[config.mk]
export PLATFORM = sky130hd
export DESIGN_NAME = airspeed_hold_thrust_controller_core
export DESIGN_NICKNAME = d
export VERILOG_FILES = /design/src/rtl/ahtc_pkg.sv /design/src/rtl/ahtc_ctrl.sv /design/src/rtl/ahtc_dpath.sv /design/src/rtl/airspeed_hold_thrust_controller_core.sv
export SDC_FILE = /design/constraint.sdc
export NUM_CORES = 2
export LEC_CHECK = 0
export ABC_AREA = 1
export BUFFER_PORTS_ARGS = -buffer_cell sky130_fd_sc_hd__clkbuf_2
export CORE_MARGIN = 4
export CORE_UTILIZATION = 60
export CTS_CLUSTER_DIAMETER = 150
export CTS_CLUSTER_SIZE = 10
export DETAILED_ROUTE_END_ITERATION = 6
export PLACE_DENSITY = 0.78
export SKIP_LAST_GASP = 1
export SYNTH_ARGS = -nofsm -noshare
export SYNTH_HDL_FRONTEND = slang
export SYNTH_SLANG_ARGS = --single-unit
[constraint.sdc]
create_clock -name aclk -period 28.9 [get_ports aclk]
set_input_delay 1.445 -clock aclk [delete_from_list [all_inputs] [get_ports aclk]]
set_output_delay 1.445 -clock aclk [all_outputs]
set_load 0.005 [all_outputs]
[src/rtl/ahtc_pkg.sv]
`timescale 1ns / 1ps
// ----------------------------------------------------------------------------
// ahtc_pkg
// Shared types and constants for the airspeed hold thrust controller.
// ----------------------------------------------------------------------------
package ahtc_pkg;

    localparam int TGT_W    = 24;
    localparam int DVD_W    = 43;   // |thr + net| * 1000 fits 43 bits
    localparam int LDIV_W   = 16;   // level quotient bits
    localparam int DEN_W    = 47;   // thr * 50000
    localparam int PROD_W   = 72;   // |a| * mass
    localparam int CNT_W    = 6;

    localparam logic signed [30:0] GEAR_GROUND_CM = 31'sd10;
    localparam logic [31:0]        MIN_TIME_MS    = 32'd100;
    localparam logic [16:0]        MAX_TIME_ACCEL = 17'd100;
    localparam logic [23:0]        ACC_MIN_GAIN   = 24'd1000;
    localparam logic [16:0]        LEVEL_ONE      = 17'd65536;
    localparam logic [1:0]         HOLD_UNSET     = 2'd0;
    localparam logic [1:0]         HOLD_OFF       = 2'd1;
    localparam logic [1:0]         HOLD_ON        = 2'd2;

    typedef struct packed {
        logic load;
        logic prep;
        logic div_step;
        logic fin;
        logic lset;
        logic ldiv_step;
        logic write;
    } ahtc_cmd_t;

    typedef struct packed {
        logic noact;
        logic level_path;
        logic need_ldiv;
        logic div_done;
        logic ldiv_done;
        logic out_free;
    } ahtc_status_t;

    typedef enum logic [6:0] {
        ST_IDLE  = 7'b0000001,
        ST_PREP  = 7'b0000010,
        ST_DIV   = 7'b0000100,
        ST_FIN   = 7'b0001000,
        ST_LSET  = 7'b0010000,
        ST_LDIV  = 7'b0100000,
        ST_WRITE = 7'b1000000
    } ahtc_state_t;

endpackage

[src/rtl/ahtc_ctrl.sv]
`timescale 1ns / 1ps
// ----------------------------------------------------------------------------
// ahtc_ctrl
// Sequencer: steps the datapath through prepare, divide, finish, level divide and write-back.
// ----------------------------------------------------------------------------
module ahtc_ctrl
    import ahtc_pkg::*;
(
    input  logic         aclk,
    input  logic         aresetn,
    input  logic         s_valid,
    output logic         s_ready,
    input  ahtc_status_t status,
    output ahtc_cmd_t    cmd
);

    ahtc_state_t state_reg, state_next;

    always_ff @(posedge aclk) begin
        if (!aresetn) begin
            state_reg <= ST_IDLE;
        end else begin
            state_reg <= state_next;
        end
    end

    assign s_ready = (state_reg == ST_IDLE);

    always_comb begin
        state_next = state_reg;
        cmd        = '0;
        case (state_reg)
            ST_IDLE: begin
                if (s_valid) begin
                    cmd.load   = 1'b1;
                    state_next = ST_PREP;
                end
            end
            ST_PREP: begin
                cmd.prep   = 1'b1;
                state_next = status.noact ? ST_WRITE : ST_DIV;
            end
            ST_DIV: begin
                cmd.div_step = 1'b1;
                if (status.div_done) begin
                    state_next = ST_FIN;
                end
            end
            ST_FIN: begin
                cmd.fin    = 1'b1;
                state_next = ST_LSET;
            end
            ST_LSET: begin
                cmd.lset   = 1'b1;
                state_next = (status.level_path && status.need_ldiv) ? ST_LDIV : ST_WRITE;
            end
            ST_LDIV: begin
                cmd.ldiv_step = 1'b1;
                if (status.ldiv_done) begin
                    state_next = ST_WRITE;
                end
            end
            ST_WRITE: begin
                // hold until the output register is free
                if (status.out_free) begin
                    cmd.write  = 1'b1;
                    state_next = ST_IDLE;
                end
            end
            default: begin
                state_next = ST_IDLE;
            end
        endcase
    end

endmodule

[src/rtl/ahtc_dpath.sv]
`timescale 1ns / 1ps
// ----------------------------------------------------------------------------
// ahtc_dpath
// Datapath: force sums, serial divider and multiplier, level divider, state.
// ----------------------------------------------------------------------------
module ahtc_dpath
    import ahtc_pkg::*;
(
    input  logic                aclk,
    input  logic                aresetn,
    input  ahtc_cmd_t           cmd,
    output ahtc_status_t        status,
    input  logic                cfg_valid,
    input  logic [TGT_W-1:0]    cfg_wdata,
    input  logic                s_crashed,
    input  logic [31:0]         s_sim_time_ms,
    input  logic                s_hold_engaged,
    input  logic [16:0]         s_time_accel,
    input  logic                s_ground_contact,
    input  logic signed [30:0]  s_gear_altitude_cm,
    input  logic [23:0]         s_mass_kg,
    input  logic [30:0]         s_main_thrust_max,
    input  logic signed [31:0]  s_total_force_z,
    input  logic signed [31:0]  s_thrust_z,
    input  logic signed [31:0]  s_weight_lift_drag_z,
    input  logic [23:0]         s_airspeed_cms,
    output logic                m_valid,
    input  logic                m_ready,
    output logic                m_level_valid,
    output logic [16:0]         m_main_level,
    output logic signed [31:0]  m_max_main_acc,
    output logic                m_max_acc_valid,
    output logic                m_suspended,
    output logic                m_thrust_warning
);

    localparam logic [PROD_W-1:0] PROD_LIMIT = PROD_W'(1) << 62;

    // control state
    logic [TGT_W-1:0] tgt_reg;
    logic [1:0]       prev_hold_reg;
    logic             susp_reg;
    logic             m_valid_reg;
    logic [CNT_W-1:0] cnt_reg;

    // latched item
    logic               crashed_reg, engaged_reg, ground_reg;
    logic [31:0]        simt_reg;
    logic [16:0]        taccel_reg;
    logic signed [30:0] alt_reg;
    logic [23:0]        mass_reg;
    logic [30:0]        thr_reg;
    logic signed [31:0] fz_reg, tz_reg, wld_reg;
    logic [23:0]        air_reg;

    // working registers
    logic [DVD_W-1:0]   dvd_reg;
    logic [23:0]        rem_reg;
    logic [23:0]        mdiv_reg;
    logic               accneg_reg;
    logic [PROD_W-1:0]  mcand_reg;
    logic [23:0]        mplier_reg;
    logic [PROD_W-1:0]  pacc_reg;
    logic               aneg_reg;
    logic signed [49:0] nsc_reg;
    logic [DEN_W-1:0]   den_reg;
    logic               warn_reg;
    logic signed [31:0] acc_reg;
    logic signed [63:0] num_reg;
    logic [DEN_W-1:0]   lrem_reg;
    logic [16:0]        level_reg;

    // output register
    logic               o_level_valid_reg, o_acc_valid_reg, o_susp_reg, o_warn_reg;
    logic [16:0]        o_level_reg;
    logic signed [31:0] o_acc_reg;

    // prepare stage
    logic signed [32:0] net, net_eff;
    logic signed [33:0] sum;
    logic [33:0]        sum_mag;
    logic signed [24:0] d;
    logic [24:0]        d_mag;
    logic [23:0]        ad, mx;
    logic [23:0]        mass_eff;

    // steps
    logic [24:0]        dtrial;
    logic               dge;
    logic [DEN_W:0]     ltrial;
    logic               lge;

    // finish stage
    logic [62:0]        pmag;
    logic signed [63:0] prod;
    logic signed [31:0] acc_sat;
    logic [DVD_W-1:0]   q;

    logic noact, hold_known, susp_cond;

    assign noact      = crashed_reg || (simt_reg < MIN_TIME_MS);
    assign hold_known = engaged_reg && (prev_hold_reg != HOLD_UNSET);
    assign susp_cond  = taccel_reg > MAX_TIME_ACCEL;

    always_comb begin
        net      = (alt_reg <= GEAR_GROUND_CM)
                 ? ($signed({fz_reg[31], fz_reg}) - $signed({tz_reg[31], tz_reg}))
                 : $signed({wld_reg[31], wld_reg});
        sum      = $signed({3'b000, thr_reg}) + $signed({net[32], net});
        sum_mag  = sum[33] ? 34'(-sum) : 34'(sum);
        d        = $signed({1'b0, tgt_reg}) - $signed({1'b0, air_reg});
        d_mag    = d[24] ? 25'(-d) : 25'(d);
        ad       = d_mag[23:0];
        mx       = (ad > ACC_MIN_GAIN) ? ad : ACC_MIN_GAIN;
        net_eff  = (ground_reg && (tgt_reg == '0) && net[32]) ? 33'sd0 : net;
        mass_eff = (mass_reg == '0) ? 24'd1 : mass_reg;
    end

    always_comb begin
        dtrial = {rem_reg, dvd_reg[DVD_W-1]};
        dge    = dtrial >= {1'b0, mdiv_reg};
        ltrial = {lrem_reg, 1'b0};
        lge    = ltrial >= {1'b0, den_reg};
    end

    always_comb begin
        q    = dvd_reg;
        pmag = (pacc_reg > PROD_LIMIT) ? 63'(PROD_LIMIT) : pacc_reg[62:0];
        prod = aneg_reg ? -$signed({1'b0, pmag}) : $signed({1'b0, pmag});
        if (!accneg_reg) begin
            acc_sat = (q > DVD_W'(32'h7fff_ffff)) ? 32'sh7fff_ffff : $signed(q[31:0]);
        end else begin
            acc_sat = (q > DVD_W'(32'h8000_0000)) ? 32'sh8000_0000 : $signed(-q[31:0]);
        end
    end

    always_comb begin
        status.noact      = noact;
        status.level_path = hold_known && !susp_cond;
        status.need_ldiv  = !num_reg[63] && (num_reg != '0) &&
                            (num_reg < $signed({17'b0, den_reg}));
        status.div_done   = cnt_reg == CNT_W'(DVD_W - 1);
        status.ldiv_done  = cnt_reg == CNT_W'(LDIV_W - 1);
        status.out_free   = !m_valid_reg || m_ready;
    end

    // configuration, hold state and output valid
    always_ff @(posedge aclk) begin
        if (!aresetn) begin
            tgt_reg       <= '0;
            prev_hold_reg <= HOLD_UNSET;
            susp_reg      <= 1'b0;
            m_valid_reg   <= 1'b0;
        end else begin
            if (cfg_valid) begin
                tgt_reg <= cfg_wdata;
            end
            if (cmd.write) begin
                m_valid_reg <= 1'b1;
                if (!noact) begin
                    if (hold_known && susp_cond) begin
                        susp_reg <= 1'b1;
                    end else begin
                        if (hold_known) begin
                            susp_reg <= 1'b0;
                        end
                        prev_hold_reg <= engaged_reg ? HOLD_ON : HOLD_OFF;
                    end
                end
            end else if (m_ready) begin
                m_valid_reg <= 1'b0;
            end
        end
    end

    always_ff @(posedge aclk) begin
        if (!aresetn) begin
            cnt_reg <= '0;
        end else if (cmd.prep || cmd.lset) begin
            cnt_reg <= '0;
        end else if (cmd.div_step || cmd.ldiv_step) begin
            cnt_reg <= cnt_reg + 1'b1;
        end
    end

    always_ff @(posedge aclk) begin
        if (cmd.load) begin
            crashed_reg <= s_crashed;
            simt_reg    <= s_sim_time_ms;
            engaged_reg <= s_hold_engaged;
            taccel_reg  <= s_time_accel;
            ground_reg  <= s_ground_contact;
            alt_reg     <= s_gear_altitude_cm;
            mass_reg    <= s_mass_kg;
            thr_reg     <= s_main_thrust_max;
            fz_reg      <= s_total_force_z;
            tz_reg      <= s_thrust_z;
            wld_reg     <= s_weight_lift_drag_z;
            air_reg     <= s_airspeed_cms;
        end
        if (cmd.prep) begin
            dvd_reg    <= DVD_W'(sum_mag[32:0]) * DVD_W'(1000);
            rem_reg    <= '0;
            mdiv_reg   <= mass_eff;
            accneg_reg <= sum[33];
            mcand_reg  <= PROD_W'(48'(ad) * 48'(mx));
            mplier_reg <= mass_eff;
            pacc_reg   <= '0;
            aneg_reg   <= d[24];
            nsc_reg    <= $signed({{17{net_eff[32]}}, net_eff}) * 50'sd50000;
            den_reg    <= DEN_W'(thr_reg) * DEN_W'(50000);
            warn_reg   <= sum[33] && (air_reg < tgt_reg);
        end
        if (cmd.div_step) begin
            // restoring divide step, and one step of the shift-add multiply
            rem_reg    <= dge ? 24'(dtrial - {1'b0, mdiv_reg}) : dtrial[23:0];
            dvd_reg    <= {dvd_reg[DVD_W-2:0], dge};
            if (mplier_reg[0]) begin
                pacc_reg <= pacc_reg + mcand_reg;
            end
            mcand_reg  <= mcand_reg << 1;
            mplier_reg <= mplier_reg >> 1;
        end
        if (cmd.fin) begin
            acc_reg <= acc_sat;
            num_reg <= prod - $signed({{14{nsc_reg[49]}}, nsc_reg});
        end
        if (cmd.lset) begin
            lrem_reg <= num_reg[DEN_W-1:0];
            if (num_reg[63] || (num_reg == '0)) begin
                level_reg <= '0;
            end else if (num_reg >= $signed({17'b0, den_reg})) begin
                level_reg <= LEVEL_ONE;
            end else begin
                level_reg <= '0;
            end
        end
        if (cmd.ldiv_step) begin
            lrem_reg  <= lge ? DEN_W'(ltrial - {1'b0, den_reg}) : ltrial[DEN_W-1:0];
            level_reg <= {level_reg[15:0], lge};
        end
        if (cmd.write) begin
            o_level_valid_reg <= !noact && hold_known && !susp_cond;
            o_level_reg       <= (!noact && hold_known && !susp_cond) ? level_reg : '0;
            o_warn_reg        <= !noact && hold_known && !susp_cond && warn_reg;
            o_acc_valid_reg   <= !noact;
            o_acc_reg         <= noact ? 32'sd0 : acc_reg;
            o_susp_reg        <= noact ? susp_reg : (hold_known ? susp_cond : susp_reg);
        end
    end

    assign m_valid          = m_valid_reg;
    assign m_level_valid    = o_level_valid_reg;
    assign m_main_level     = o_level_reg;
    assign m_max_main_acc   = o_acc_reg;
    assign m_max_acc_valid  = o_acc_valid_reg;
    assign m_suspended      = o_susp_reg;
    assign m_thrust_warning = o_warn_reg;

endmodule

[src/rtl/airspeed_hold_thrust_controller_core.sv]
`timescale 1ns / 1ps
// ----------------------------------------------------------------------------
// airspeed_hold_thrust_controller_core
// Main engine throttle level for an airspeed hold, one item per control tick.
//
//   channel  | dir | handshake          | carries
//   ---------+-----+--------------------+-------------------------------
//   cfg      | in  | cfg_valid/ready    | target airspeed, cm/s
//   s_       | in  | s_valid/s_ready    | vehicle state for one tick
//   m_       | out | m_valid/m_ready    | level, max acceleration, flags
//
// The acceleration comes from the 43-step restoring divider; ticks on the level
// path that need a fractional level also run the 16-step level divider, and
// no-action ticks skip both. One item is in work at a time; the next is taken
// in the cycle after the result is written.
// A result waits in the output register; the next item can be taken meanwhile.
// Reset is synchronous on aresetn low; target and hold state clear to zero.
// ----------------------------------------------------------------------------
module airspeed_hold_thrust_controller_core
    import ahtc_pkg::*;
(
    input  logic               aclk,
    input  logic               aresetn,
    input  logic               cfg_valid,
    output logic               cfg_ready,
    input  logic [23:0]        cfg_wdata,
    input  logic               s_valid,
    output logic               s_ready,
    input  logic               s_crashed,
    input  logic [31:0]        s_sim_time_ms,
    input  logic               s_hold_engaged,
    input  logic [16:0]        s_time_accel,
    input  logic               s_ground_contact,
    input  logic signed [30:0] s_gear_altitude_cm,
    input  logic [23:0]        s_mass_kg,
    input  logic [30:0]        s_main_thrust_max,
    input  logic signed [31:0] s_total_force_z,
    input  logic signed [31:0] s_thrust_z,
    input  logic signed [31:0] s_weight_lift_drag_z,
    input  logic [23:0]        s_airspeed_cms,
    output logic               m_valid,
    input  logic               m_ready,
    output logic               m_level_valid,
    output logic [16:0]        m_main_level,
    output logic signed [31:0] m_max_main_acc,
    output logic               m_max_acc_valid,
    output logic               m_suspended,
    output logic               m_thrust_warning
);

    ahtc_cmd_t    cmd;
    ahtc_status_t status;

    assign cfg_ready = 1'b1;

    ahtc_ctrl u_ctrl (
        .aclk    (aclk),
        .aresetn (aresetn),
        .s_valid (s_valid),
        .s_ready (s_ready),
        .status  (status),
        .cmd     (cmd)
    );

    ahtc_dpath u_dpath (
        .aclk                 (aclk),
        .aresetn              (aresetn),
        .cmd                  (cmd),
        .status               (status),
        .cfg_valid            (cfg_valid),
        .cfg_wdata            (cfg_wdata),
        .s_crashed            (s_crashed),
        .s_sim_time_ms        (s_sim_time_ms),
        .s_hold_engaged       (s_hold_engaged),
        .s_time_accel         (s_time_accel),
        .s_ground_contact     (s_ground_contact),
        .s_gear_altitude_cm   (s_gear_altitude_cm),
        .s_mass_kg            (s_mass_kg),
        .s_main_thrust_max    (s_main_thrust_max),
        .s_total_force_z      (s_total_force_z),
        .s_thrust_z           (s_thrust_z),
        .s_weight_lift_drag_z (s_weight_lift_drag_z),
        .s_airspeed_cms       (s_airspeed_cms),
        .m_valid              (m_valid),
        .m_ready              (m_ready),
        .m_level_valid        (m_level_valid),
        .m_main_level         (m_main_level),
        .m_max_main_acc       (m_max_main_acc),
        .m_max_acc_valid      (m_max_acc_valid),
        .m_suspended          (m_suspended),
        .m_thrust_warning     (m_thrust_warning)
    );

endmodule

* Word-level counts from Yosys, hierarchy flattened
Index checks and enable logic that the tools add are counted.
** Cells by class
- Add/subtract/negate cells :: 12
- Multiply operators :: 4
- Order comparisons :: 12
- Eq/ne operators :: 13
- Multiplexer cells :: 53
- Bitwise operators :: 3
- Reduce and logical (&&, ||, !) cells :: 34
** Operators with widths (number)
- 72-bit 2-to-1 mux :: 5
- 24-bit 2-to-1 mux :: 6
- 47-bit 2-to-1 mux :: 3
- 33-bit 2-to-1 mux :: 3
- 32-bit 2-to-1 mux :: 3
- 43-bit 2-to-1 mux :: 2
- 72-bit adder :: 1
- 72-bit by 63-bit greater-than comparator with 1-bit output (second input constant) :: 1
- 17-bit 2-to-1 mux :: 4
- 64-bit by 48-bit greater-or-equal comparator with 1-bit output :: 1
- 64-bit logical NOT :: 1
- 64-bit by 48-bit less-than comparator with 1-bit output :: 1
- 64-bit 2-to-1 mux :: 1
- 63-bit negator with 64-bit output :: 1
- 64-bit nonzero test :: 1
- 64-bit by 50-bit subtractor with 64-bit output :: 1
- 63-bit 2-to-1 mux :: 1
- 7-bit case mux with 7 select lines :: 1
- 48-bit by 47-bit greater-or-equal comparator with 1-bit output :: 1
- 24-bit logical NOT :: 2
- 24-bit by 24-bit multiplier with 48-bit output :: 1
- 47-bit subtractor :: 1
- 33-bit by 13-bit multiplier with 46-bit output (second input constant) :: 1
- 23-bit 2-to-1 mux :: 2
- other kinds (39) :: 86
** Storage, ports and cells
- Register bits :: 863
- Input bits :: 287
- Output and inout bits :: 56
- Word-level logic and storage cells :: 172

* Depth between registers and ports, before layout
- Depth in word-level cells :: 8
- Mapped depth :: 57
- Gate-level depth less buffers :: 55

* Modules after synthesis
Synthesis repeated with hierarchy kept, for this count alone.
** Second synthesis, totals
- Cell total of the unflattened synthesis :: 11471
- Area, all modules :: 92980.4 um^2
** By module, submodules not included
- ahtc_dpath :: times used 1, cells each 11387, area each 92487.5 um^2
- ahtc_ctrl :: times used 1, cells each 82, area each 481.7 um^2
- airspeed_hold_thrust_controller_core :: times used 1, cells each 2, area each 11.3 um^2

* Worst setup path before layout
Ideal clock, no wire load.
- Path kind :: input to register
- Start point :: input s_valid
- End point :: register u_dpath.air_reg[0], enable pin
- Setup time :: 879 ps
- Data arrival time :: 11989 ps
- Setup slack :: 16032 ps
- Stages on the path :: 2
- Path buffers :: 0
- Path through :: inv_1 > nor2_1
** RTL lines
- from (decl) :: line airspeed_hold_thrust_controller_core.sv:27 : input logic s_valid,
- to (signal assigned) :: line ahtc_dpath.sv:199 : air_reg <= s_airspeed_cms;
- to (decl) :: line ahtc_dpath.sv:54 : logic [23:0] air_reg;

* Worst setup path after layout
- Start point :: register u_dpath.tgt_reg[0]
- End point :: register u_dpath.mcand_reg[36] (data pin)
** Between the ends
- Longest elaborated chain between the ends :: 8
** Ends and longest elaborated chain
- from (decl) :: line ahtc_dpath.sv:40 : logic [TGT_W-1:0] tgt_reg;
- from (signal assigned) :: line ahtc_dpath.sv:156 : tgt_reg <= cfg_wdata;
- 24-bit by 24-bit subtractor with 25-bit output * :: line ahtc_dpath.sv:111 : d = $signed({1'b0, tgt_reg}) - $signed({1'b0, air_reg});
- 24-bit negator :: line ahtc_dpath.sv:112 : d_mag = d[24] ? 25'(-d) : 25'(d);
- 24-bit 2-to-1 mux * :: line ahtc_dpath.sv:112
- 24-bit by 10-bit greater-than comparator with 1-bit output :: line ahtc_dpath.sv:114 : mx = (ad > ACC_MIN_GAIN) ? ad : ACC_MIN_GAIN;
- 24-bit 2-to-1 mux :: line ahtc_dpath.sv:114
- 24-bit by 24-bit multiplier with 48-bit output * :: line ahtc_dpath.sv:206 : mcand_reg <= PROD_W'(48'(ad) * 48'(mx));
- 72-bit 2-to-1 mux * :: line ahtc_dpath.sv:201 : if (cmd.prep) begin
- 72-bit 2-to-1 mux * :: line ahtc_dpath.sv:214 : if (cmd.div_step) begin
- to (signal assigned) :: line ahtc_dpath.sv:206
- to (signal assigned) :: line ahtc_dpath.sv:221 : mcand_reg <= mcand_reg << 1;
- to (decl) :: line ahtc_dpath.sv:61 : logic [PROD_W-1:0] mcand_reg;
Mark *: on every way between the ends. The rest lies on a longest branch, timed or not. The select of a mux whose other input is x is not followed.
A chain may end at the register's enable or synchronous reset.

==> run_results.csv <==
group,metric,value,unit
drt,vias_per_cell,5.691,
synthesis,synth_nets,13440,
drt,wl,269600,um
drt,ant_nets,0,
synthesis,synth_cell_types,64,
floorplan,start_util,60.37,%
sta,period_share,39.33,%
sta,maxSlewHeadroom,19.47,%
clocking,cts_hold_buf,0,
sta,final_hold_viol_count,0,
grt,grt_max_degree,98,
synthesis,synth_edf_count,746,
clocking,worstSkewPairLatency,750,ps
run_status,outcome,"complete, but fails checks",
synthesis,synthCells,11400,
synthesis,synth_top_flop_cell,"edfxtp_1",
floorplan,die_area,161300,um2
sta,tns,0,ps
layout,final_common_cell,"inv_1",
sta,slew_violations,0,
setup_path,cpPeakStageDelay,680,ps
synthesis,syn_area_per_cell,8.161,um2
floorplan,pin_count,343,
setup_path,cp-start-kind,"register",
floorplan,rows,144,
setup_path,cp_max_fo,47,
placed_design,io_buffer_count,339,
clocking,root_buffer,"clkbuf_16",
setup_path,cp.arrival,11820,ps
drt,first_pass_iters,7,
sta,max_slew.worst_pin.slew,1192,ps
clocking,cts_buffer_depth,3,
grt,grt_first_pass_wirelength,422800,um
hold_path,hold_path.class,"register to register",
layout,drive_gt1_share,5.609,%
sta,fin_crit,11370,ps
synthesis,synthArstFlopShare,0,%
synthesis,synth_seq_area_share,26.57,%
synthesis,syn-cell-area,92990,um2
layout,syn_to_final_growth,6.990,%
setup_path,critPathKind,"register to register",
grt,antenna_found_initial,7,
floorplan,die_w,401.7,um
grt,grt_overflow,0,
floorplan,die_h,401.7,um
drt,drt-initial-drc-count,7424,
run_status,violations,"DRC",
synthesis,ys_warn_count,0,
layout,final_cell_mix,"2309 x inv_1, 1968 x nand2_1, 1164 x nor2_1, 920 x ha_1, 836 x fa_1",
placed_design,gp_congestion,1.054,
grt,grt_pass1_vias,77430,
sta,rsz0062_at_grt,"no",
setup_path,critical_path.endpoint_type,"register",
sta,setup_viol,0,
layout,final_nets,13680,
clocking,htreeDepth,3,
flow_run,cap_viol_max_count,0,
clocking,post_cts_resized,0,
clocking,path_clk_slew,60,ps
drt,vias,78200,
clocking,cts_setup_buffers,0,
floorplan,fp.coreArea,154000,um2
clocking,tritoncts,"built",
sta,finClkSkew,60.95,ps
setup_path,crit_required,29350,ps
grt,track_usage,33.02,%
sta,timing.fmax,87.98,MHz
synthesis,ys_seq_elements,861,
setup_path,slowest_stage,"inv_2",
clocking,cts.sinks,861,
drt,drcViolationCount,3,
drt,wire_per_inst,19.62,um
clocking,numCtsBuffers,96,
placed_design,hpwlAfterDp,221500,um
[critical path, delay by kind of cell (launching register included)]
kind / cells / cell delay, ps
buf+inv: 10 / 1860
flops: 1 / 320
compound gates: 8 / 1770
fa+ha+maj: 10 / 4470
simple gates: 18 / 2550
[final cells by class]
cell class,instances,area (um2)
Sequential cell,861,24700
Antenna cell,1,2.502
Inverter,2342,8802
Multi-Input combinational cell,7953,58590
Clock buffer,144,2582
Fill cell,13110,54560
Tap cell,2044,2557
Clock inverter,8,197.7
Timing Repair Buffer,387,2057
[stage by stage]
step	util [%]	area [um2]	hold WS, ps	setup slack [ps]	instances
after floorplan	-	92990	440.7	16030	11400
after global placement	62.78	96710	448.2	17890	13590
after detailed placement	62.78	96710	467.9	17760	13590
after CTS	64.58	99490	477.5	17660	13740
after global routing	64.58	99490	493.6	16830	13740
final	64.59	99490	472.2	17530	13740
[final timing paths]
check	startpoint	endpoint	cells past startpoint	slack, ps
setup reg to reg	u_dpath.tgt_reg[0]$_SDFFE_PN0P_	u_dpath.mcand_reg[36]$_DFFE_PP_	46	17530
hold reg to reg	u_dpath.mplier_reg[23]$_SDFFE_PP0P_	u_dpath.mplier_reg[23]$_SDFFE_PP0P_	2	470
setup / recovery	u_dpath.tgt_reg[0]$_SDFFE_PN0P_	u_dpath.mcand_reg[36]$_DFFE_PP_	46	17530
hold / removal	u_dpath.mplier_reg[23]$_SDFFE_PP0P_	u_dpath.mplier_reg[23]$_SDFFE_PP0P_	2	470
[cell families after synthesis]
| group | share of synthesized area (%) |
|---|---|
| fa+ha+maj | 30.38 |
| mux | 0.06459 |
| flops | 26.57 |
| other cells | 0.004033 |
| simple gates | 17.40 |
| buf+inv | 10.51 |
| xor+xnor | 3.991 |
| compound gates | 11.09 |
[per-layer routing]
metal | vias up | wire (um) | GRT usage (%)
met1 | 37460 | 116600 | 46.74
met4 | 8 | 7975 | 8.983
met2 | 3081 | 120800 | 51.82
li1 | 37170 | - | -
met5 | - | 170 | 0
met3 | 477 | 24140 | 6.859
[Yosys cell counts, drive strengths merged, types with 24 or more instances]
library cell / count / area [um2]
o21bai: 24 / 180.2
nor2: 1178 / 4459
o21ai: 673 / 3380
xnor2: 154 / 1349
o21a: 39 / 292.8
nand4: 94 / 588.1
nor4: 83 / 519.3
buf: 48 / 259.0
dfxtp: 115 / 2302
a21boi: 25 / 187.7
ha: 920 / 11510
a31oi: 115 / 719.4
edfxtp: 746 / 22400
a21oi: 764 / 3933
inv: 2332 / 8756
o211ai: 43 / 322.8
or2: 46 / 287.8
nor3: 91 / 455.4
xor2: 268 / 2362
fa: 836 / 16740
nand2: 1995 / 7561
o31ai: 30 / 225.2
nand3: 398 / 2029
clkbuf: 191 / 716.9
a21o: 41 / 307.8
Power is left out: the tool's default activity adds up to more than one toggle a clock period on the data nets, which glitch-free logic cannot reach.
